--- src/sv/clme_pkg.sv ---
package clme_pkg;

    // store depths and derived address widths
    localparam int INPUT_DEPTH  = 4096;
    localparam int WEIGHT_DEPTH = 32768;
    localparam int BIAS_DEPTH   = 512;

    localparam int IN_AW = (INPUT_DEPTH  > 1) ? $clog2(INPUT_DEPTH)  : 1;
    localparam int WT_AW = (WEIGHT_DEPTH > 1) ? $clog2(WEIGHT_DEPTH) : 1;
    localparam int BS_AW = (BIAS_DEPTH   > 1) ? $clog2(BIAS_DEPTH)   : 1;

    // data widths
    localparam int DATA_W = 16;
    localparam int PROD_W = 2 * DATA_W;
    localparam int ACC_W  = 50;
    localparam int FRAC_W = 8;
    localparam int Q_W    = ACC_W - FRAC_W;

    // widest flat input and weight addresses the field widths can produce
    localparam int IA_W = 25;
    localparam int WA_W = 28;

    localparam logic signed [DATA_W-1:0] OUT_MAX = 16'sh7fff;
    localparam logic signed [DATA_W-1:0] OUT_MIN = 16'sh8000;

    // item kinds
    localparam logic [1:0] KIND_LOAD_INPUT  = 2'd0;
    localparam logic [1:0] KIND_LOAD_WEIGHT = 2'd1;
    localparam logic [1:0] KIND_LOAD_BIAS   = 2'd2;
    localparam logic [1:0] KIND_COMPUTE     = 2'd3;

    // configuration register indexes
    localparam logic [2:0] REG_IN_WIDTH    = 3'd0;
    localparam logic [2:0] REG_IN_HEIGHT   = 3'd1;
    localparam logic [2:0] REG_IN_DEPTH    = 3'd2;
    localparam logic [2:0] REG_FILT_WIDTH  = 3'd3;
    localparam logic [2:0] REG_FILT_HEIGHT = 3'd4;
    localparam logic [2:0] REG_NUM_FILTERS = 3'd5;

    typedef struct packed {
        logic [6:0] in_width;
        logic [6:0] in_height;
        logic [9:0] in_depth;
        logic [3:0] filt_width;
        logic [3:0] filt_height;
        logic [9:0] num_filters;
    } cfg_t;

    // sequencer to multiply-accumulate unit
    typedef struct packed {
        logic bias_load;
        logic bias_ok;
        logic step;
        logic in_ok;
        logic wt_ok;
    } mac_ctl_t;

endpackage

--- src/sv/clme_mac.sv ---
module clme_mac (
    input  logic                             aclk,
    input  logic                             aresetn,
    input  clme_pkg::mac_ctl_t               ctl,
    input  logic [clme_pkg::DATA_W-1:0]      in_rdata,
    input  logic [clme_pkg::DATA_W-1:0]      wt_rdata,
    input  logic [clme_pkg::DATA_W-1:0]      bias_rdata,
    output logic                             busy,
    output logic signed [clme_pkg::DATA_W-1:0] sum_value,
    output logic                             sum_sat
);

    logic                                  step_d_reg;
    logic                                  in_ok_d_reg;
    logic                                  wt_ok_d_reg;
    logic                                  prod_vld_reg;
    logic signed [clme_pkg::PROD_W-1:0]    prod_reg;
    logic signed [clme_pkg::ACC_W-1:0]     acc_reg;

    logic signed [clme_pkg::DATA_W-1:0]    mul_a;
    logic signed [clme_pkg::DATA_W-1:0]    mul_b;
    logic signed [clme_pkg::DATA_W-1:0]    bias_s;
    logic signed [clme_pkg::PROD_W-1:0]    prod_next;
    logic signed [clme_pkg::ACC_W-1:0]     acc_next;
    logic signed [clme_pkg::Q_W-1:0]       q;
    logic signed [clme_pkg::Q_W-1:0]       q_max;
    logic signed [clme_pkg::Q_W-1:0]       q_min;

    // align the read flags with the registered store data
    always_ff @(posedge aclk) begin
        if (!aresetn) begin
            step_d_reg   <= 1'b0;
            prod_vld_reg <= 1'b0;
        end else begin
            step_d_reg   <= ctl.step;
            prod_vld_reg <= step_d_reg;
        end
        in_ok_d_reg <= ctl.in_ok;
        wt_ok_d_reg <= ctl.wt_ok;
    end

    // out-of-store addresses read as zero
    assign mul_a     = in_ok_d_reg ? $signed(in_rdata) : '0;
    assign mul_b     = wt_ok_d_reg ? $signed(wt_rdata) : '0;
    assign prod_next = mul_a * mul_b;
    assign bias_s    = ctl.bias_ok ? $signed(bias_rdata) : '0;

    // product register
    always_ff @(posedge aclk) begin
        prod_reg <= prod_next;
    end

    // accumulator: preset with the bias in Q16.16, then add products
    always_comb begin
        acc_next = acc_reg;
        if (ctl.bias_load) begin
            acc_next = clme_pkg::ACC_W'(bias_s) <<< clme_pkg::FRAC_W;
        end else if (prod_vld_reg) begin
            acc_next = acc_reg + clme_pkg::ACC_W'(prod_reg);
        end
    end

    always_ff @(posedge aclk) begin
        acc_reg <= acc_next;
    end

    assign busy = step_d_reg | prod_vld_reg;

    // drop the low fraction bits (floor) and saturate to Q8.8
    assign q     = acc_reg[clme_pkg::ACC_W-1:clme_pkg::FRAC_W];
    assign q_max = clme_pkg::Q_W'(clme_pkg::OUT_MAX);
    assign q_min = clme_pkg::Q_W'(clme_pkg::OUT_MIN);

    always_comb begin
        sum_sat   = 1'b0;
        sum_value = q[clme_pkg::DATA_W-1:0];
        if (q > q_max) begin
            sum_sat   = 1'b1;
            sum_value = clme_pkg::OUT_MAX;
        end else if (q < q_min) begin
            sum_sat   = 1'b1;
            sum_value = clme_pkg::OUT_MIN;
        end
    end

endmodule

--- config.mk ---
export PLATFORM = sky130hd
export DESIGN_NAME = clme_mac
export DESIGN_NICKNAME = d
export VERILOG_FILES = /design/src/sv/clme_pkg.sv /design/src/sv/clme_mac.sv
export SDC_FILE = /design/constraint.sdc
export NUM_CORES = 1
export LEC_CHECK = 0
export BUFFER_PORTS_ARGS = -buffer_cell sky130_fd_sc_hd__buf_2
export CELL_PAD_IN_SITES_DETAIL_PLACEMENT = 1
export CELL_PAD_IN_SITES_GLOBAL_PLACEMENT = 2
export CORE_MARGIN = 2
export CORE_UTILIZATION = 40
export CTS_CLUSTER_SIZE = 20
export DETAILED_ROUTE_END_ITERATION = 8
export GPL_TIMING_DRIVEN = 1
export PLACE_DENSITY_LB_ADDON = 0.1
export SKIP_CTS_REPAIR_TIMING = 1
export SLEW_MARGIN = 20
export SYNTH_ARGS = -nofsm -noshare
export SYNTH_HDL_FRONTEND = slang
export SYNTH_SLANG_ARGS = --single-unit
--- constraint.sdc ---
create_clock -name aclk -period 19.5 [get_ports aclk]
set_input_delay 1.95 -clock aclk [delete_from_list [all_inputs] [get_ports aclk]]
set_output_delay 1.95 -clock aclk [all_outputs]
set_load 0.02 [all_outputs]
==> impl_metrics.json <==
{
  "status": "finished clean",
  "period_needed_ps": 8190,
  "routabilityCongestion": 0.870,
  "netlist_top_cells_count": "inv_1 (356), fa_1 (263), nand2_1 (219)",
  "cp-end-kind": "flip-flop",
  "worstReg2RegEnd": "prod_reg[31]$_DFF_P_",
  "start_util_pct": 40.5,
  "dp_worst_setup_slack_ps": 10920,
  "ff2ff_path_depth": 21,
  "grt_pass1_wl_mm": 74.6,
  "rrSetupSlack_ps": 11980,
  "reg2reg_from": "in_ok_d_reg$_DFF_P_",
  "worstSetupPathType": "in2reg",
  "grt_pass1_vias": 13627,
  "min_period_over_period_pct": 42.0,
  "nNetsFinal": 2293,
  "worstHoldPathCells": 1,
  "finalSetupViolCount": 0,
  "yosys.area.top_type": "fa_1",
  "yosys_warnings": 0,
  "hp-class": "reg2reg",
  "grt_max_degree": 43,
  "first_iter_violations": 524,
  "power.total_mw": 1.53,
  "cts_buffers": 9,
  "cts_root_buffer": "clkbuf_16",
  "peakVddDrop_mv": 0.0450,
  "ant_nets": 0,
  "synth-async-reset-ratio_pct": 0,
  "clkLatencyLatePin_ps": 380,
  "io_pins": 73,
  "synth_ff_type": "dfxtp_1",
  "drive_gt1_share_pct": 6.65,
  "route.detailed.drc": 0,
  "leakage_nw": 8.10,
  "finalMaxSlewViolations": 0,
  "clock-sinks": 86,
  "ys_seq_area_share_pct": 13.7,
  "rsz0062_at_grt": "no",
  "vias": 12302,
  "layout-area-overhead-vs-synth_pct": 7.14,
  "fin_setup_tns_ps": 0,
  "drv_cap": 0,
  "synth_top_area_share_pct": 33.6,
  "fillerInstances": 4649,
  "use_met1_pct": 32.9,
  "ys_types": 71,
  "synthTopCellsByArea": "fa_1 (34%), ha_1 (10%), inv_1 (8.5%)",
  "hold_path_end": "prod_vld_reg$_SDFF_PN0_",
  "cts_tree": "built",
  "antenna_found_initial": 0,
  "clock.fmax_mhz": 122,
  "wire_per_inst_um": 19.4,
  "drt-total-wl_mm": 45.9,
  "grt.busiest_layer": "met2",
  "synth-seq-cells": 86,
  "drtPass1Iterations": 8,
  "via_per_inst": 5.20,
  "numPortBuffers": 72,
  "synth.most_common_cell": "inv_1",
  "finalHoldViolations": 0,
  "clk_pin_slew_worst_paths_ps": 70,
  "fp.dieH_um": 202,
  "tightest_slew_ps": 1020,
  "overflow": 0,
  "synth-edff-count": 42,
  "die_area_sq_mm": 0.0408,
  "slew_headroom_pct": 32.1,
  "crit_arrival_ps": 8430,
  "h-tree-depth": 3,
  "use_met3_pct": 2.13,
  "met2_usage_pct": 39.0,
  "die_w_um": 202,
  "syn-mean-instance-area_sq_um": 8.62,
  "rows": 72,
  "diodes": 0,
  "worstPathRequired_ps": 19740,
  "grt_usage_pct": 23.4,
  "largest_reg_flops": 50,
  "dp_hpwl_mm": 38.3,
  "clockBufferDepth": 2,
  "min_from": "step_d_reg$_SDFF_PN0_",
  "setup_ws_ps": 11310,
  "synth_nets": 2266,
  "finalClockSkew_ps": 13.6,
  "coreArea_sq_mm": 0.0386,
  "power-per-cell-area_mw_per_mm2": 90.9,
  "syn_inst": 1817,
  "syn_area_sq_mm": 0.0157,
  "startpoint_type": "input port",
  "path_max_fanout": 13
}
-- worst max path at each step --
stage | startpoint | end | slack, ps | cells after the start
after floorplan | wt_rdata[2] | prod_reg[31]$_DFF_P_ | 11560 | 25
after global placement | wt_rdata[9] | prod_reg[31]$_DFF_P_ | 10980 | 22
after detailed placement | wt_rdata[9] | prod_reg[31]$_DFF_P_ | 10920 | 22
after CTS | wt_rdata[9] | prod_reg[31]$_DFF_P_ | 11300 | 22
after global routing | in_rdata[15] | prod_reg[31]$_DFF_P_ | 10940 | 24
final | wt_rdata[9] | prod_reg[31]$_DFF_P_ | 11310 | 22
-- per-stage QoR --
| step | hold WS [ps] | util, % | std cells | instance area (sq um) |
|---|---|---|---|---|
| after global routing | 489 | 43.4 | 2367 | 16800 |
| after CTS | 456 | 43.4 | 2367 | 16800 |
| after detailed placement | 438 | 42.7 | 2351 | 16500 |
| after global placement | 432 | 42.7 | 2351 | 16500 |
| after floorplan | 421 | - | 1817 | 15700 |
| final | 454 | 43.4 | 2367 | 16800 |
-- logic make-up (layout without fill, tap and decap cells) --
group                    count (synthesis)  in the layout  share of synthesized area [%]
AO/OA/AOI/OAI                          282            282                           12.2
XOR/XNOR                                66             66                           3.69
adder cells (fa/ha/maj)                394            394                           44.1
buffers and inverters                  418            450                           10.0
flip-flops                              86             86                           13.7
multiplexers                             7              7                          0.479
AND/OR/NAND/NOR                        564            564                           15.8
-- power by group --
part / switching [mW] / total (mW) / internal (mW)
clock network: 0.0857 / 0.187 / 0.101
registers: 0.0337 / 0.271 / 0.238
logic: 0.639 / 1.07 / 0.429
total: 0.758 / 1.53 / 0.768
-- cell usage in the layout (no fill, tap or decap), types with 8 or more instances in the layout --
cell,count
nand3_1,37
edfxtp_1,42
a31oi_1,9
nor2b_1,8
clkbuf_16,9
nand2_1,219
o21bai_1,16
nand2b_1,9
ha_1,131
o211ai_1,12
and2_1,35
a21oi_1,65
fa_1,263
nor2_1,180
nand4_1,17
or2_2,9
xor2_1,16
o21ai_0,64
dfxtp_1,44
inv_1,356
buf_2,72
nor3_1,12
o21a_1,14
nor4_1,10
a21o_1,26
or3_1,10
and3_1,11
xnor2_1,50
a211oi_1,10
-- critical path, stage by stage --
cell and delay, ps:
buf_2 80, and2_1 540, nand2_1 170, fa_1 570
inv_1 60, fa_1 560, fa_1 480, fa_1 540
fa_1 550, inv_1 50, fa_1 520, inv_1 40
ha_1 400, a21oi_1 190, o221ai_1 160, a2111oi_0 370
a31o_2 250, a21oi_1 120, a221o_1 350, a21oi_1 220
a21oi_1 120, xnor2_1 130
-- per-layer routing --
metal / vias to the layer above / share of wire, %
li1: 5849 / -
met1: 6197 / 49
met2: 219 / 46
met3: 37 / 3.0
met4: 0 / 1.7
met5: - / 0
-- area by class of cell --
type / count / area [sq um] / share of cell area [%]
Clock buffer: 9 / 225 / 1.34
Timing Repair Buffer: 78 / 405 / 2.42
Inverter: 356 / 1340 / 7.96
Tap cell: 518 / 648 / 3.86
Clock inverter: 7 / 77.6 / 0.462
Multi-Input combinational cell: 1313 / 12000 / 71.2
Sequential cell: 86 / 2140 / 12.8
Note: power is estimated with default switching activity, not from simulation.
