$ cat src/sv/clme_ram.sv
module clme_ram #(
    parameter int WIDTH = 16,
    parameter int DEPTH = 64,
    localparam int AW = (DEPTH > 1) ? $clog2(DEPTH) : 1
) (
    input  logic                 aclk,
    input  logic                 wr_en,
    input  logic [AW-1:0]        wr_addr,
    input  logic [WIDTH-1:0]     wr_data,
    input  logic [AW-1:0]        rd_addr,
    output logic [WIDTH-1:0]     rd_data
);

    logic [WIDTH-1:0] mem_reg [DEPTH];

    // one write port, one registered read port
    always_ff @(posedge aclk) begin
        if (wr_en) begin
            mem_reg[wr_addr] <= wr_data;
        end
        rd_data <= mem_reg[rd_addr];
    end

endmodule

$ cat config.mk
export PLATFORM = sky130hd
export DESIGN_NAME = clme_ram
export DESIGN_NICKNAME = d
export VERILOG_FILES = /design/src/sv/clme_ram.sv
export SDC_FILE = /design/constraint.sdc
export NUM_CORES = 1
export LEC_CHECK = 0
export ABC_AREA = 1
export ABC_CLOCK_PERIOD_IN_PS = 3200
export CAP_MARGIN = 10
export CORE_AREA = 2 2 350 352
export CTS_CLUSTER_SIZE = 14
export DETAILED_ROUTE_END_ITERATION = 12
export DIE_AREA = 0 0 352 354
export DONT_BUFFER_PORTS = 1
export GPL_TIMING_DRIVEN = 0
export PLACE_DENSITY_LB_ADDON = 0.1
export SKIP_LAST_GASP = 1
export SYNTH_ARGS = -nofsm -noshare
export SYNTH_HDL_FRONTEND = slang
export SYNTH_SLANG_ARGS = --single-unit
$ cat constraint.sdc
create_clock -name aclk -period 3.2 [get_ports aclk]
set_clock_uncertainty 0.05 [all_clocks]
set_input_delay 0.48 -clock aclk [delete_from_list [all_inputs] [get_ports aclk]]
set_output_delay 0.48 -clock aclk [all_outputs]
set_load 0.03 [all_outputs]
==> impl_metrics.env, run 1 <==
export IMPL_use_met3=0.0483
export IMPL_yosys_register_bits=1040
export IMPL_cts_tree="yes"
export IMPL_track_usage=0.236
export IMPL_max_slew_margin=0.262
export IMPL_yosysWarnings=0
export IMPL_path_cells="inv_1, buf_2, buf_1, nand3_1, nand2_1, nand2_1, nand3_1, nand3_1, nand2_1"
export IMPL_critPathMaxFanout=10
export IMPL_cts_clk_slew_worst_paths_ps=50
export IMPL_yosysUniqueCellTypes=16
export IMPL_grt_overflow=0
export IMPL_worst_skew_pair_late_latency_ps=750
export IMPL_startpoint="rd_addr[2]"
export IMPL_critPathKind="input port to register"
export IMPL_slew_viol_final=0
export IMPL_place_inst=5220
export IMPL_clk_path_buf_depth=3
export IMPL_ir_drop_uv=399
export IMPL_wl_per_cell_um=27.2
export IMPL_grt_pass1_wl_um=207000
export IMPL_syn2layout_area_growth_pct=17.8
export IMPL_leakagePower_nw=17.8
export IMPL_final_cells=5454
export IMPL_min_path_type="input port to register"
export IMPL_die_w_um=352
export IMPL_min_from="wr_data[7]"
export IMPL_fmax_mhz=411
export IMPL_final_net_count=3759
export IMPL_utilization=0.410
export IMPL_setup_viol=0
export IMPL_async_flop_share=0
export IMPL_port_buffers=0
export IMPL_netlist_instances=3517
export IMPL_cp_slowest_cell="buf_1"
export IMPL_synth_seq_area_share=0.738
export IMPL_syn_nets=3547
export IMPL_timing_setup_tns_ps=0
export IMPL_reg2reg_from="mem_reg[35][10]$_DFFE_PP_"
export IMPL_ys_top_cells_by_area="edfxtp_1 (73%), nand2_1 (12%), nand3_1 (10%)"
export IMPL_place_congestion=0.934
export IMPL_dpl_instance_area_um2=45500
export IMPL_die_y_um=354
export IMPL_crit_path_start_kind="input port"
export IMPL_synth_edf_count=1024
export IMPL_grt_pass1_vias=26700
export IMPL_crit_buf_inv=3
export IMPL_p_per_area_nw_per_um2=608
export IMPL_grt_antenna_before_repair=9
export IMPL_cp_end_kind="register"
export IMPL_die_area_um2=125000
export IMPL_finalHoldViolCount=0
export IMPL_fin_crit_ps=2430
export IMPL_ys_flop_type="edfxtp_1"
export IMPL_drt_initial_drc_count=3207
export IMPL_drive_above_1_share=0.130
export IMPL_top_usage_layer="met2"
export IMPL_ant_nets=0
export IMPL_crit_family="buffers and inverters"
export IMPL_vias_per_cell=5.13
export IMPL_max_stage_delay_ps=830
export IMPL_min_to="mem_reg[21][7]$_DFFE_PP_"
export IMPL_maxCapViolations=0
export IMPL_drcViolationCount=0
export IMPL_syn_area_um2=42100
export IMPL_io_pins=46
export IMPL_rrSetupSlack_ps=1420
export IMPL_multi_input_area_um2=9730
export IMPL_first_pass_iters=5
export IMPL_synth_common_cells="nand2_1 (1296), edfxtp_1 (1024), nand3_1 (871)"
export IMPL_wl_um=148000
export IMPL_synth_top_area_frac=0.730
export IMPL_num_vias=28000
export IMPL_required_ps=3770
export IMPL_synth_area_per_cell_um2=12.0
export IMPL_synth_top_cell_by_area="edfxtp_1"
export IMPL_post_route_period_util=0.760
export IMPL_synthMostInstantiatedCell="nand2_1"
export IMPL_grt_max_degree=65
export IMPL_power_mw=30.2
export IMPL_holdPathStages=1
export IMPL_hpwlAfterDp_um=102000
export IMPL_rsz0062_at_grt="no"
export IMPL_cts_sinks=1040
export IMPL_nFillCells=11500
export IMPL_core_um2=121000
export IMPL_h_tree_depth=3
export IMPL_timing_rr_end="rd_data[10]$_DFF_P_"
export IMPL_status="finished, final reports clean"
export IMPL_worst_r2r_cell_count=8
export IMPL_largest_register_ffs=1024
export IMPL_use_met2=0.379
export IMPL_grtUsageMet1=0.324
export IMPL_worstMarginPinSlew_ps=1100
export IMPL_cts_buffers=116
export IMPL_clock_root_buffer="clkbuf_16"
export IMPL_finish_instance_area_um2=49600
export IMPL_initial_core_util=0.348
export IMPL_worstPathArrival_ps=3000
export IMPL_rows=128
export IMPL_cts_resized=0
export IMPL_ff_latch_area_um2=31100
[layout by cell type, fill, tap and decap left out, drive strengths merged]
master,n
buf,293
bufinv,6
clkbuf,186
clkinv,42
clkinvlp,4
dfxtp,16
diode,4
edfxtp,1024
inv,14
nand2,1296
nand3,871
nand4,9
nor2,56
nor4,8
[power by group]
| group | internal, mW | switching, mW |
|---|---|---|
| combinational | 0.527 | 1.66 |
| sequential | 15.1 | 0.0830 |
| clock | 7.34 | 5.47 |
[worst max path at each step]
stage | end | slack, ps | cells after the start
finish | rd_data[1]$_DFF_P_ | 770 | 9
global route | rd_data[9]$_DFF_P_ | 820 | 8
CTS | rd_data[2]$_DFF_P_ | 860 | 9
detailed placement | rd_data[2]$_DFF_P_ | 90 | 9
global placement | mem_reg[55][15]$_DFFE_PP_ | -2620 | 3
floorplan | mem_reg[48][0]$_DFFE_PP_ | 120 | 3
[final cells by class]
cell class | count | area share
Sequential cell | 1040 | 0.627
Multi-Input combinational cell | 2240 | 0.196
Clock buffer | 160 | 0.0638
Tap cell | 1625 | 0.0410
Timing Repair Buffer | 94 | 0.0335
Buffer | 225 | 0.0290
Clock inverter | 54 | 0.00876
Inverter | 12 | 0.00106
Antenna cell | 4 | 0.000202
[repair_timing]
action / CTS / global route
hold buffers: 16 / 0
setup buffers: 0 / 0
hold endpoints to repair: 1024 / 0
[stage by stage]
| stage | hold WS (ps) | setup WS (ps) |
|---|---|---|
| floorplan | 529 | 116 |
| global placement | 536 | -2620 |
| detailed placement | 535 | 88.9 |
| CTS | 80.1 | 864 |
| global route | 37.3 | 816 |
| finish | 43.2 | 768 |
[cell families (layout without fill, tap and decap cells)]
logic type,after synthesis,in the layout,synth area share
simple gates,2240,2240,0.227
flops,1040,1040,0.738
buf+inv,237,545,0.0354
other cells,0,4,0
[worst reg2reg max path: stages, from the launching register on]
cell and delay, ps:
edfxtp_1 350, nand2_1 70, nand3_1 110, nand3_1 130, nand2_1 210, nand2_1 110
nand3_1 160, nand3_1 140, nand2_1 240
[layer usage]
metal | vias to the layer above | routed length [um] | part of all wire
met1 | 14000 | 64400 | 0.43
met2 | 961 | 68900 | 0.46
met5 | - | 28 | 0.00019
met3 | 192 | 10800 | 0.073
li1 | 12900 | - | -
met4 | 6 | 4180 | 0.028
Note: power is estimated with default switching activity, not from simulation.
==> run 2, diff against run 1 <==
ABC_AREA = 0   (was 1)
ABC_CLOCK_PERIOD_IN_PS = 2300   (was 3200)
CORE_AREA = 2 2 342 344   (was 2 2 350 352)
DIE_AREA = 0 0 344 346   (was 0 0 352 354)
clock period = 2.3 ns   (was 3.2 ns; I/O delays follow)
==> run 2 against run 1 <==
Effect of this change:
- the flow now finishes with violations (negative setup slack)
- wire length down 22%
- worst hold slack worse by 4.9 ps
- non-clock buffer count down 118
- synthesized cell count down 48%
- synthesized area down 4.9%
- cell area down 3.7%
- sequential power up 39%
- register-to-register slack worse by 1400 ps
==> impl_metrics.env, run 2 <==
export IMPL_hpwlAfterDp_um=76500
export IMPL_cp_end_kind="register"
export IMPL_cts_buffers=112
export IMPL_syn_nets=1859
export IMPL_drcViolationCount=0
export IMPL_final_net_count=2070
export IMPL_first_pass_iters=5
export IMPL_maxCapViolations=0
export IMPL_drt_initial_drc_count=2180
export IMPL_status="finished, violations left"
export IMPL_p_sw_frac=0.216
export IMPL_die_y_um=346
export IMPL_synth_top_area_frac=0.768
export IMPL_fin_crit_ps=2440
export IMPL_drive_above_1_share=0.309
export IMPL_syn_area_um2=40000
export IMPL_cts_clk_slew_worst_paths_ps=60
export IMPL_h_tree_depth=3
export IMPL_wl_per_cell_um=31.8
export IMPL_p_per_area_nw_per_um2=859
export IMPL_critPathKind="input port to register"
export IMPL_slew_viol_final=0
export IMPL_num_vias=19500
export IMPL_dpl_instance_area_um2=43400
export IMPL_vias_per_cell=5.34
export IMPL_grt_max_degree=65
export IMPL_place_congestion=0.790
export IMPL_yosysUniqueCellTypes=43
export IMPL_cts_sinks=1040
export IMPL_synthMostInstantiatedCell="edfxtp_1"
export IMPL_grt_pass1_wl_um=162000
export IMPL_synth_seq_area_share=0.776
export IMPL_rrSetupSlack_ps=20
export IMPL_finalHoldViolCount=0
export IMPL_critPathMaxFanout=10
export IMPL_async_flop_share=0
export IMPL_cts_tree="yes"
export IMPL_nFillCells=10200
export IMPL_yosysWarnings=0
export IMPL_syn2layout_area_growth_pct=19.2
export IMPL_clock_root_buffer="clkbuf_16"
export IMPL_crit_path_start_kind="input port"
export IMPL_rsz0062_at_grt="yes"
export IMPL_grt_overflow=0
export IMPL_worstPathArrival_ps=2900
export IMPL_worst_skew_pair_late_latency_ps=690
export IMPL_p_comb_frac=0.056
export IMPL_p_switching_mw=8.86
export IMPL_setup_viol=28
export IMPL_synth_edf_count=1024
export IMPL_leakagePower_nw=15.0
export IMPL_track_usage=0.197
export IMPL_max_slew_margin=0.336
export IMPL_fin_ws_ps=-140
export IMPL_required_ps=2760
export IMPL_die_area_um2=119000
export IMPL_wl_um=116000
export IMPL_ant_nets=0
export IMPL_post_route_period_util=1.06
export IMPL_utilization=0.414
export IMPL_core_um2=115000
export IMPL_yosys_register_bits=1040
export IMPL_min_path_type="input port to register"
export IMPL_ys_top_cells_by_area="edfxtp_1 (77%), mux4_2 (12%), mux2i_1 (2.1%)"
export IMPL_synth_common_cells="edfxtp_1 (1024), mux4_2 (220), mux2i_1 (85)"
export IMPL_initial_core_util=0.347
export IMPL_io_pins=46
export IMPL_final_common_cell="edfxtp_1"
export IMPL_synth_area_per_cell_um2=21.9
export IMPL_die_w_um=344
export IMPL_pwr_share_clk=0.429
export IMPL_clk_path_buf_depth=3
export IMPL_port_buffers=0
export IMPL_grt_antenna_before_repair=11
export IMPL_worstMarginPinSlew_ps=996
export IMPL_p_int_mw=32.2
export IMPL_fmax_mhz=410
export IMPL_grt_pass1_vias=20300
export IMPL_ir_drop_uv=620
export IMPL_rows=125
export IMPL_layout_common_cells="edfxtp_1 (1024), mux4_2 (220), clkbuf_16 (116)"
export IMPL_finish_instance_area_um2=47700
export IMPL_power_mw=41.0
export IMPL_largest_register_ffs=1024
export IMPL_ys_flop_type="edfxtp_1"
export IMPL_synth_top_cell_by_area="edfxtp_1"
export IMPL_violations="negative setup slack"
export IMPL_seq_power_share=0.514
export IMPL_netlist_instances=1829
-- run 2: worst paths after layout --
check	startpoint	cells after the start	to
hold reg to reg	mem_reg[37][3]$_DFFE_PP_	3	rd_data[3]$_DFF_P_
setup / recovery	rd_addr[2]	8	rd_data[9]$_DFF_P_
hold / removal	wr_data[1]	1	mem_reg[49][1]$_DFFE_PP_
setup reg to reg	mem_reg[6][9]$_DFFE_PP_	5	rd_data[9]$_DFF_P_
-- run 2: per-layer routing --
metal | part of all wire | global-route usage | wire length, um | up-vias
met5 | 0 | 0 | 0 | -
met4 | 0.020 | 0.0450 | 2290 | 0
met3 | 0.055 | 0.0304 | 6370 | 140
met2 | 0.48 | 0.316 | 56200 | 563
met1 | 0.44 | 0.281 | 51200 | 10600
li1 | - | - | - | 8141
-- run 2: cell families (layout without fill, tap and decap cells) --
kind of cell,Yosys count,count (layout),synth area share
buffers and inverters,104,401,0.0183
AO/OA/AOI/OAI,129,129,0.0241
AND/OR/NAND/NOR,220,220,0.0265
multiplexers,336,336,0.155
other,0,3,0
flip-flops,1040,1040,0.776
-- run 2: stage by stage --
step	hold slack, ps	instances	TNS [ps]	worst slack (ps)
after floorplan	394	1829	-6310	-52.8
after global placement	399	3353	-1302470	-1800
after detailed placement	398	3417	-593920	-1270
after CTS	0.405	3651	-1550	-431
after global routing	6.21	3650	-1840	-87.6
final	38.3	3653	-1700	-140
-- run 2: worst max-delay path, cell delays in order --
cell      delay (ps)
buf_2            280
buf_4            250
buf_2            390
mux4_2           410
mux2i_1          390
a22oi_1          160
a31oi_2          500
a311oi_1         140
-- run 2: power by group through the flow --
stage / combinational [mW] / clock, mW / sequential [mW]
finish: 2.32 / 17.6 / 21.1
global route: 2.44 / 18.8 / 21.1
CTS: 2.35 / 18.0 / 21.1
detailed placement: 1.85 / 0 / 21.5
global placement: 1.80 / 0 / 21.5
floorplan: 1.09 / 0 / 21.5
-- run 2: final cells by class --
| cell class | count | area (um^2) | area share |
|---|---|---|---|
| Sequential cell | 1040 | 31100 | 0.651 |
| Buffer | 103 | 747 | 0.0156 |
| Timing Repair Buffer | 98 | 1860 | 0.0389 |
| Multi-Input combinational cell | 685 | 8600 | 0.180 |
| Tap cell | 1524 | 1910 | 0.0399 |
| Antenna cell | 3 | 7.51 | 0.000157 |
| Clock buffer | 138 | 2990 | 0.0625 |
| Clock inverter | 62 | 577 | 0.0121 |
-- run 2: repair_timing --
action	CTS	global route
pin swaps	1	1
hold buffers	31	0
endpoints found under the hold margin	1024	0
resized for setup	24	24
buffers inserted	3	0
endpoints found under the setup margin	305	49
