==> src/sv/clme_pkg.sv <==
package clme_pkg;

    // store depths and derived address widths
    localparam int INPUT_DEPTH  = 4096;
    localparam int WEIGHT_DEPTH = 32768;
    localparam int BIAS_DEPTH   = 512;

    localparam int IN_AW = (INPUT_DEPTH  > 1) ? $clog2(INPUT_DEPTH)  : 1;
    localparam int WT_AW = (WEIGHT_DEPTH > 1) ? $clog2(WEIGHT_DEPTH) : 1;
    localparam int BS_AW = (BIAS_DEPTH   > 1) ? $clog2(BIAS_DEPTH)   : 1;

    // data widths
    localparam int DATA_W = 16;
    localparam int PROD_W = 2 * DATA_W;
    localparam int ACC_W  = 50;
    localparam int FRAC_W = 8;
    localparam int Q_W    = ACC_W - FRAC_W;

    // widest flat input and weight addresses the field widths can produce
    localparam int IA_W = 25;
    localparam int WA_W = 28;

    localparam logic signed [DATA_W-1:0] OUT_MAX = 16'sh7fff;
    localparam logic signed [DATA_W-1:0] OUT_MIN = 16'sh8000;

    // item kinds
    localparam logic [1:0] KIND_LOAD_INPUT  = 2'd0;
    localparam logic [1:0] KIND_LOAD_WEIGHT = 2'd1;
    localparam logic [1:0] KIND_LOAD_BIAS   = 2'd2;
    localparam logic [1:0] KIND_COMPUTE     = 2'd3;

    // configuration register indexes
    localparam logic [2:0] REG_IN_WIDTH    = 3'd0;
    localparam logic [2:0] REG_IN_HEIGHT   = 3'd1;
    localparam logic [2:0] REG_IN_DEPTH    = 3'd2;
    localparam logic [2:0] REG_FILT_WIDTH  = 3'd3;
    localparam logic [2:0] REG_FILT_HEIGHT = 3'd4;
    localparam logic [2:0] REG_NUM_FILTERS = 3'd5;

    typedef struct packed {
        logic [6:0] in_width;
        logic [6:0] in_height;
        logic [9:0] in_depth;
        logic [3:0] filt_width;
        logic [3:0] filt_height;
        logic [9:0] num_filters;
    } cfg_t;

    // sequencer to multiply-accumulate unit
    typedef struct packed {
        logic bias_load;
        logic bias_ok;
        logic step;
        logic in_ok;
        logic wt_ok;
    } mac_ctl_t;

endpackage

==> src/sv/clme_seq.sv <==
module clme_seq (
    input  logic                          aclk,
    input  logic                          aresetn,
    input  clme_pkg::cfg_t                cfg,
    input  logic                          start,
    input  logic [8:0]                    start_filter,
    input  logic [5:0]                    start_row,
    input  logic [5:0]                    start_col,
    input  logic                          mac_busy,
    input  logic                          out_free,
    output logic                          idle,
    output logic [clme_pkg::IN_AW-1:0]    in_raddr,
    output logic [clme_pkg::WT_AW-1:0]    wt_raddr,
    output logic [clme_pkg::BS_AW-1:0]    bias_raddr,
    output clme_pkg::mac_ctl_t            mac_ctl,
    output logic                          done,
    output logic                          done_err
);

    localparam logic [2:0] S_IDLE   = 3'd0;
    localparam logic [2:0] S_SETUP1 = 3'd1;
    localparam logic [2:0] S_SETUP2 = 3'd2;
    localparam logic [2:0] S_SETUP3 = 3'd3;
    localparam logic [2:0] S_RUN    = 3'd4;
    localparam logic [2:0] S_DRAIN  = 3'd5;
    localparam logic [2:0] S_FINISH = 3'd6;

    logic [2:0]                  state_reg;
    logic [2:0]                  state_next;
    logic                        err_reg;
    logic [8:0]                  f_reg;
    logic [5:0]                  row_reg;
    logic [5:0]                  col_reg;
    logic [13:0]                 plane_reg;
    logic [7:0]                  fplane_reg;
    logic [12:0]                 rowoff_reg;
    logic [16:0]                 ffp_reg;
    logic [3:0]                  x_reg;
    logic [3:0]                  y_reg;
    logic [9:0]                  d_reg;
    logic [clme_pkg::IA_W-1:0]   ia_reg;
    logic [clme_pkg::IA_W-1:0]   iarow_reg;
    logic [clme_pkg::IA_W-1:0]   iachan_reg;
    logic [clme_pkg::WA_W-1:0]   wa_reg;

    logic                        range_bad;
    logic [6:0]                  row_lim;
    logic [6:0]                  col_lim;
    logic                        x_last;
    logic                        y_last;
    logic                        d_last;
    logic                        depth_zero;
    logic [clme_pkg::IA_W-1:0]   iarow_step;
    logic [clme_pkg::IA_W-1:0]   iachan_step;

    // position check against the output map
    assign row_lim = cfg.in_height - {3'b0, cfg.filt_height};
    assign col_lim = cfg.in_width  - {3'b0, cfg.filt_width};

    always_comb begin
        range_bad = (cfg.in_width == '0) || (cfg.in_height == '0)
                 || (cfg.filt_width == '0) || (cfg.filt_height == '0)
                 || (cfg.num_filters == '0)
                 || ({3'b0, cfg.filt_width} > cfg.in_width)
                 || ({3'b0, cfg.filt_height} > cfg.in_height)
                 || ({1'b0, f_reg} >= cfg.num_filters)
                 || ({1'b0, row_reg} > row_lim)
                 || ({1'b0, col_reg} > col_lim);
    end

    // loop bounds of the walk
    assign x_last     = (x_reg == (cfg.filt_width  - 4'd1));
    assign y_last     = (y_reg == (cfg.filt_height - 4'd1));
    assign d_last     = (d_reg == (cfg.in_depth    - 10'd1));
    assign depth_zero = (cfg.in_depth == '0);

    assign iarow_step  = iarow_reg  + clme_pkg::IA_W'(cfg.in_width);
    assign iachan_step = iachan_reg + clme_pkg::IA_W'(plane_reg);

    // next state
    always_comb begin
        state_next = state_reg;
        case (state_reg)
            S_IDLE: begin
                if (start) begin
                    state_next = S_SETUP1;
                end
            end
            S_SETUP1: begin
                state_next = range_bad ? S_FINISH : S_SETUP2;
            end
            S_SETUP2: begin
                state_next = S_SETUP3;
            end
            S_SETUP3: begin
                state_next = depth_zero ? S_DRAIN : S_RUN;
            end
            S_RUN: begin
                if (x_last && y_last && d_last) begin
                    state_next = S_DRAIN;
                end
            end
            S_DRAIN: begin
                if (!mac_busy) begin
                    state_next = S_FINISH;
                end
            end
            S_FINISH: begin
                if (out_free) begin
                    state_next = S_IDLE;
                end
            end
            default: begin
                state_next = S_IDLE;
            end
        endcase
    end

    always_ff @(posedge aclk) begin
        if (!aresetn) begin
            state_reg <= S_IDLE;
        end else begin
            state_reg <= state_next;
        end
    end

    // capture the position and the error verdict
    always_ff @(posedge aclk) begin
        if (!aresetn) begin
            err_reg <= 1'b0;
        end else if (state_reg == S_IDLE && start) begin
            err_reg <= 1'b0;
        end else if (state_reg == S_SETUP1) begin
            err_reg <= range_bad;
        end
        if (state_reg == S_IDLE && start) begin
            f_reg   <= start_filter;
            row_reg <= start_row;
            col_reg <= start_col;
        end
    end

    // setup products, one small multiply per register
    always_ff @(posedge aclk) begin
        if (state_reg == S_SETUP1) begin
            plane_reg  <= {7'b0, cfg.in_width} * {7'b0, cfg.in_height};
            fplane_reg <= {4'b0, cfg.filt_width} * {4'b0, cfg.filt_height};
            rowoff_reg <= {7'b0, row_reg} * {6'b0, cfg.in_width};
        end
        if (state_reg == S_SETUP2) begin
            ffp_reg <= {8'b0, f_reg} * {9'b0, fplane_reg};
        end
    end

    // address walkers: input by channel, row and column, weights linear
    always_ff @(posedge aclk) begin
        case (state_reg)
            S_SETUP2: begin
                iachan_reg <= clme_pkg::IA_W'(rowoff_reg) + clme_pkg::IA_W'(col_reg);
                iarow_reg  <= clme_pkg::IA_W'(rowoff_reg) + clme_pkg::IA_W'(col_reg);
                ia_reg     <= clme_pkg::IA_W'(rowoff_reg) + clme_pkg::IA_W'(col_reg);
            end
            S_SETUP3: begin
                wa_reg <= clme_pkg::WA_W'({10'b0, ffp_reg} * {17'b0, cfg.in_depth});
                x_reg  <= '0;
                y_reg  <= '0;
                d_reg  <= '0;
            end
            S_RUN: begin
                wa_reg <= wa_reg + clme_pkg::WA_W'(1);
                if (!x_last) begin
                    x_reg  <= x_reg + 4'd1;
                    ia_reg <= ia_reg + clme_pkg::IA_W'(1);
                end else if (!y_last) begin
                    x_reg     <= '0;
                    y_reg     <= y_reg + 4'd1;
                    iarow_reg <= iarow_step;
                    ia_reg    <= iarow_step;
                end else begin
                    x_reg      <= '0;
                    y_reg      <= '0;
                    d_reg      <= d_reg + 10'd1;
                    iachan_reg <= iachan_step;
                    iarow_reg  <= iachan_step;
                    ia_reg     <= iachan_step;
                end
            end
            default: begin
            end
        endcase
    end

    // store reads and unit control
    assign in_raddr   = clme_pkg::IN_AW'(ia_reg);
    assign wt_raddr   = clme_pkg::WT_AW'(wa_reg);
    assign bias_raddr = clme_pkg::BS_AW'(f_reg);

    always_comb begin
        mac_ctl.bias_load = (state_reg == S_SETUP3);
        mac_ctl.bias_ok   = (32'(f_reg) < clme_pkg::BIAS_DEPTH);
        mac_ctl.step      = (state_reg == S_RUN);
        mac_ctl.in_ok     = (ia_reg < clme_pkg::IA_W'(clme_pkg::INPUT_DEPTH));
        mac_ctl.wt_ok     = (wa_reg < clme_pkg::WA_W'(clme_pkg::WEIGHT_DEPTH));
    end

    assign idle     = (state_reg == S_IDLE);
    assign done     = (state_reg == S_FINISH) && out_free;
    assign done_err = err_reg;

endmodule

==> config.mk <==
export PLATFORM = sky130hd
export DESIGN_NAME = clme_seq
export DESIGN_NICKNAME = d
export VERILOG_FILES = /design/src/sv/clme_pkg.sv /design/src/sv/clme_seq.sv
export SDC_FILE = /design/constraint.sdc
export NUM_CORES = 1
export LEC_CHECK = 0
export BUFFER_PORTS_ARGS = -buffer_cell sky130_fd_sc_hd__buf_2
export CORE_MARGIN = 4
export CORE_UTILIZATION = 35
export CTS_BUF_LIST = sky130_fd_sc_hd__clkbuf_2
export DETAILED_ROUTE_END_ITERATION = 16
export GPL_TIMING_DRIVEN = 0
export PLACE_DENSITY_LB_ADDON = 0.05
export REMOVE_ABC_BUFFERS = 1
export SYNTH_ARGS = -nofsm -noshare
export SYNTH_HDL_FRONTEND = slang
export SYNTH_SLANG_ARGS = --single-unit
export TNS_END_PERCENT = 1
==> constraint.sdc <==
create_clock -name aclk -period 21.3 [get_ports aclk]
set_clock_uncertainty 0.1 [all_clocks]
set_input_delay 3.195 -clock aclk [delete_from_list [all_inputs] [get_ports aclk]]
set_output_delay 3.195 -clock aclk [all_outputs]
set_load 0.01 [all_outputs]
==> flow_metrics.tcl <==
set metrics [dict create \
    fmax_mhz 120.1 \
    ctsHoldBuffers 0 \
    cts_sinks 198 \
    worstHoldPathType "flop to flop" \
    drv_cap 0 \
    r2r-start "ffp_reg[5]" \
    grt_pass1_vias 17080 \
    postCtsSetupBuffers 0 \
    detail_route.first_pass.iterations 5 \
    yosysMostFrequentCell "inv_1" \
    synth_warnings 0 \
    end_kind "flop" \
    ys_seq_area_share_pct 26.15 \
    synth_commonest_cells "303 x inv_1, 274 x nand2_1, 228 x ha_1" \
    synth_top_flop_cell "edfxtp_1" \
    setup_violations 0 \
    viasPerCell 4.920 \
    final_max_slew_viol_count 0 \
    root_buffer "clkbuf_2" \
    fin_setup_tns_ps 0 \
    synth_compound_area_share_pct 9.644 \
    grt_use_total_pct 17.66 \
    dr_total_vias 16168 \
    worstHoldStart "done_err" \
    placementRows 92 \
    critPathLaunchType "primary input" \
    drc 0 \
    avgSynthCellArea_sq_um 9.431 \
    yosys.area.top_type "edfxtp_1" \
    grt_max_degree 71 \
    cts_made_buffers 17 \
    yosysUniqueCellTypes 68 \
    required_ps 22030 \
    synth_xor_area_share_pct 7.484 \
    initial_core_util_pct 35.61 \
    synth_mux_area_share_pct 0.4099 \
    chipWidth_microns 262.0 \
    drive_above_1_share_pct 7.342 \
    postRouteAntennaNets 0 \
    layout_min_cycle_time_ps 8328 \
    antenna_found_initial 2 \
    worst_pin_slew_ps 1245 \
    largest_reg_flops 28 \
    crit_fanout 20 \
    htreeDepth 4 \
    ctsResizeCount 0 \
    synthTopCellsByArea "edfxtp_1 26%, fa_1 19%, ha_1 13%" \
    rsz0062_at_grt "false" \
    syn_to_final_growth_pct 6.913 \
    status "complete, no violations" \
    postPlaceCellArea_sq_mm 0.02390 \
    die-area_sq_mm 0.06867 \
    nNetsFinal 2936 \
    postLayoutCellArea_sq_mm 0.02415 \
    worst_slack_ps 12970 \
    slew_headroom_pct 16.82 \
    grt-ovfl-total 0 \
    port_buffers 110 \
    hold_slack_ps 506.1 \
    io_pins 112 \
    yosys.area_share.simple_pct 17.34 \
    hold_violations 0 \
    synthAdderAreaFrac_pct 31.60 \
    async_reset_ff_share_pct 0 \
    core_area_sq_mm 0.06343 \
    dp_hpwl_microns 45310 \
    drt_iter0_drc 833 \
    die_h_microns 262.0 \
    path_class "primary input to flop" \
    wl_microns 58320 \
    synth_top_family_by_area "adder cells" \
    grt_first_pass_wirelength_microns 95130 \
    clk_pin_slew_ps 320 \
    worstSetupStartpoint "cfg[21]" \
    finalCritPeriodShare_pct 39.10 \
    ys_ff_latch 198 \
    syn_area_sq_mm 0.02259 \
    place_ws_ps 11870 \
    netlist_instances 2395 \
    r2r_setup_slack_ps 14880 \
    yosys.area.top_type_share_pct 25.79 \
    crit_arrival_ps 9060 \
    cts_tree "done" \
    clock_latency_ps 1070 \
    synth_edf_count 194 \
    wire_per_inst_microns 17.75 \
    cts_buffer_depth 2 \
    gp_congestion 0.8130 \
]
==> layout by cell type (no fill, tap or decap), types with 82 or more instances in the layout <==
master and instances:
inv_1 302, nand2_1 271, ha_1 228, fa_1 214, edfxtp_1 194, and2_1 185
nor2_1 138, xnor2_1 126, buf_2 110, a21oi_1 106, o21ai_0 82
==> per-layer routing <==
metal	vias up	GRT usage, %	wire [microns]
li1	7974	-	-
met1	7933	23.50	27450
met2	208	30.16	28110
met3	53	2.824	1754
met4	0	4.470	999
met5	-	0	0
==> worst paths after layout <==
kind | end | cells past startpoint
max | wa_reg[25] | 22
min | done_err | 2
max reg2reg | wa_reg[25] | 21
min reg2reg | done_err | 2
==> final cells by class <==
type	count	area, sq um
fill	6434	39280
antenna	2	5.005
multi-input combinational	1783	15060
timing repair buffer	122	735.7
clock buffer	18	90.09
clock inverter	13	156.4
inverter	304	1141
sequential	198	5906
tap	846	1059
==> critical path, stage by stage <==
cell and delay (ps):
buf_2 380, nand2_1 150, fa_1 550, inv_1 50, fa_1 490, inv_1 50, fa_1 470, inv_1 50
fa_1 530, inv_1 60, fa_1 530, inv_1 50, ha_1 350, and3_1 180, nor2_1 190, a2bb2oi_1 200
o31ai_1 180, a2111oi_0 640, o21ai_0 220, a31oi_1 230, xor2_1 190, o21ai_0 100
==> cell families (layout without fill, tap and decap cells) <==
logic type               Yosys count  after routing
multiplexers                       9              9
AND/OR/NAND/NOR                  793            793
buffers and inverters            414            457
other                              1              3
adder cells (fa/ha/maj)          442            442
XOR/XNOR                         193            193
flip-flops                       198            198
AO/OA/AOI/OAI                    345            345
==> through the flow <==
step | util (%) | instances
floorplan | - | 2285
CTS | 38.06 | 3284
global route | 38.07 | 3286
finish | 38.07 | 3286
global placement | 37.33 | 3241
detailed placement | 37.67 | 3253
Power is left out: the tool's default activity adds up to more than one toggle a clock period on the data nets, which glitch-free logic cannot reach.
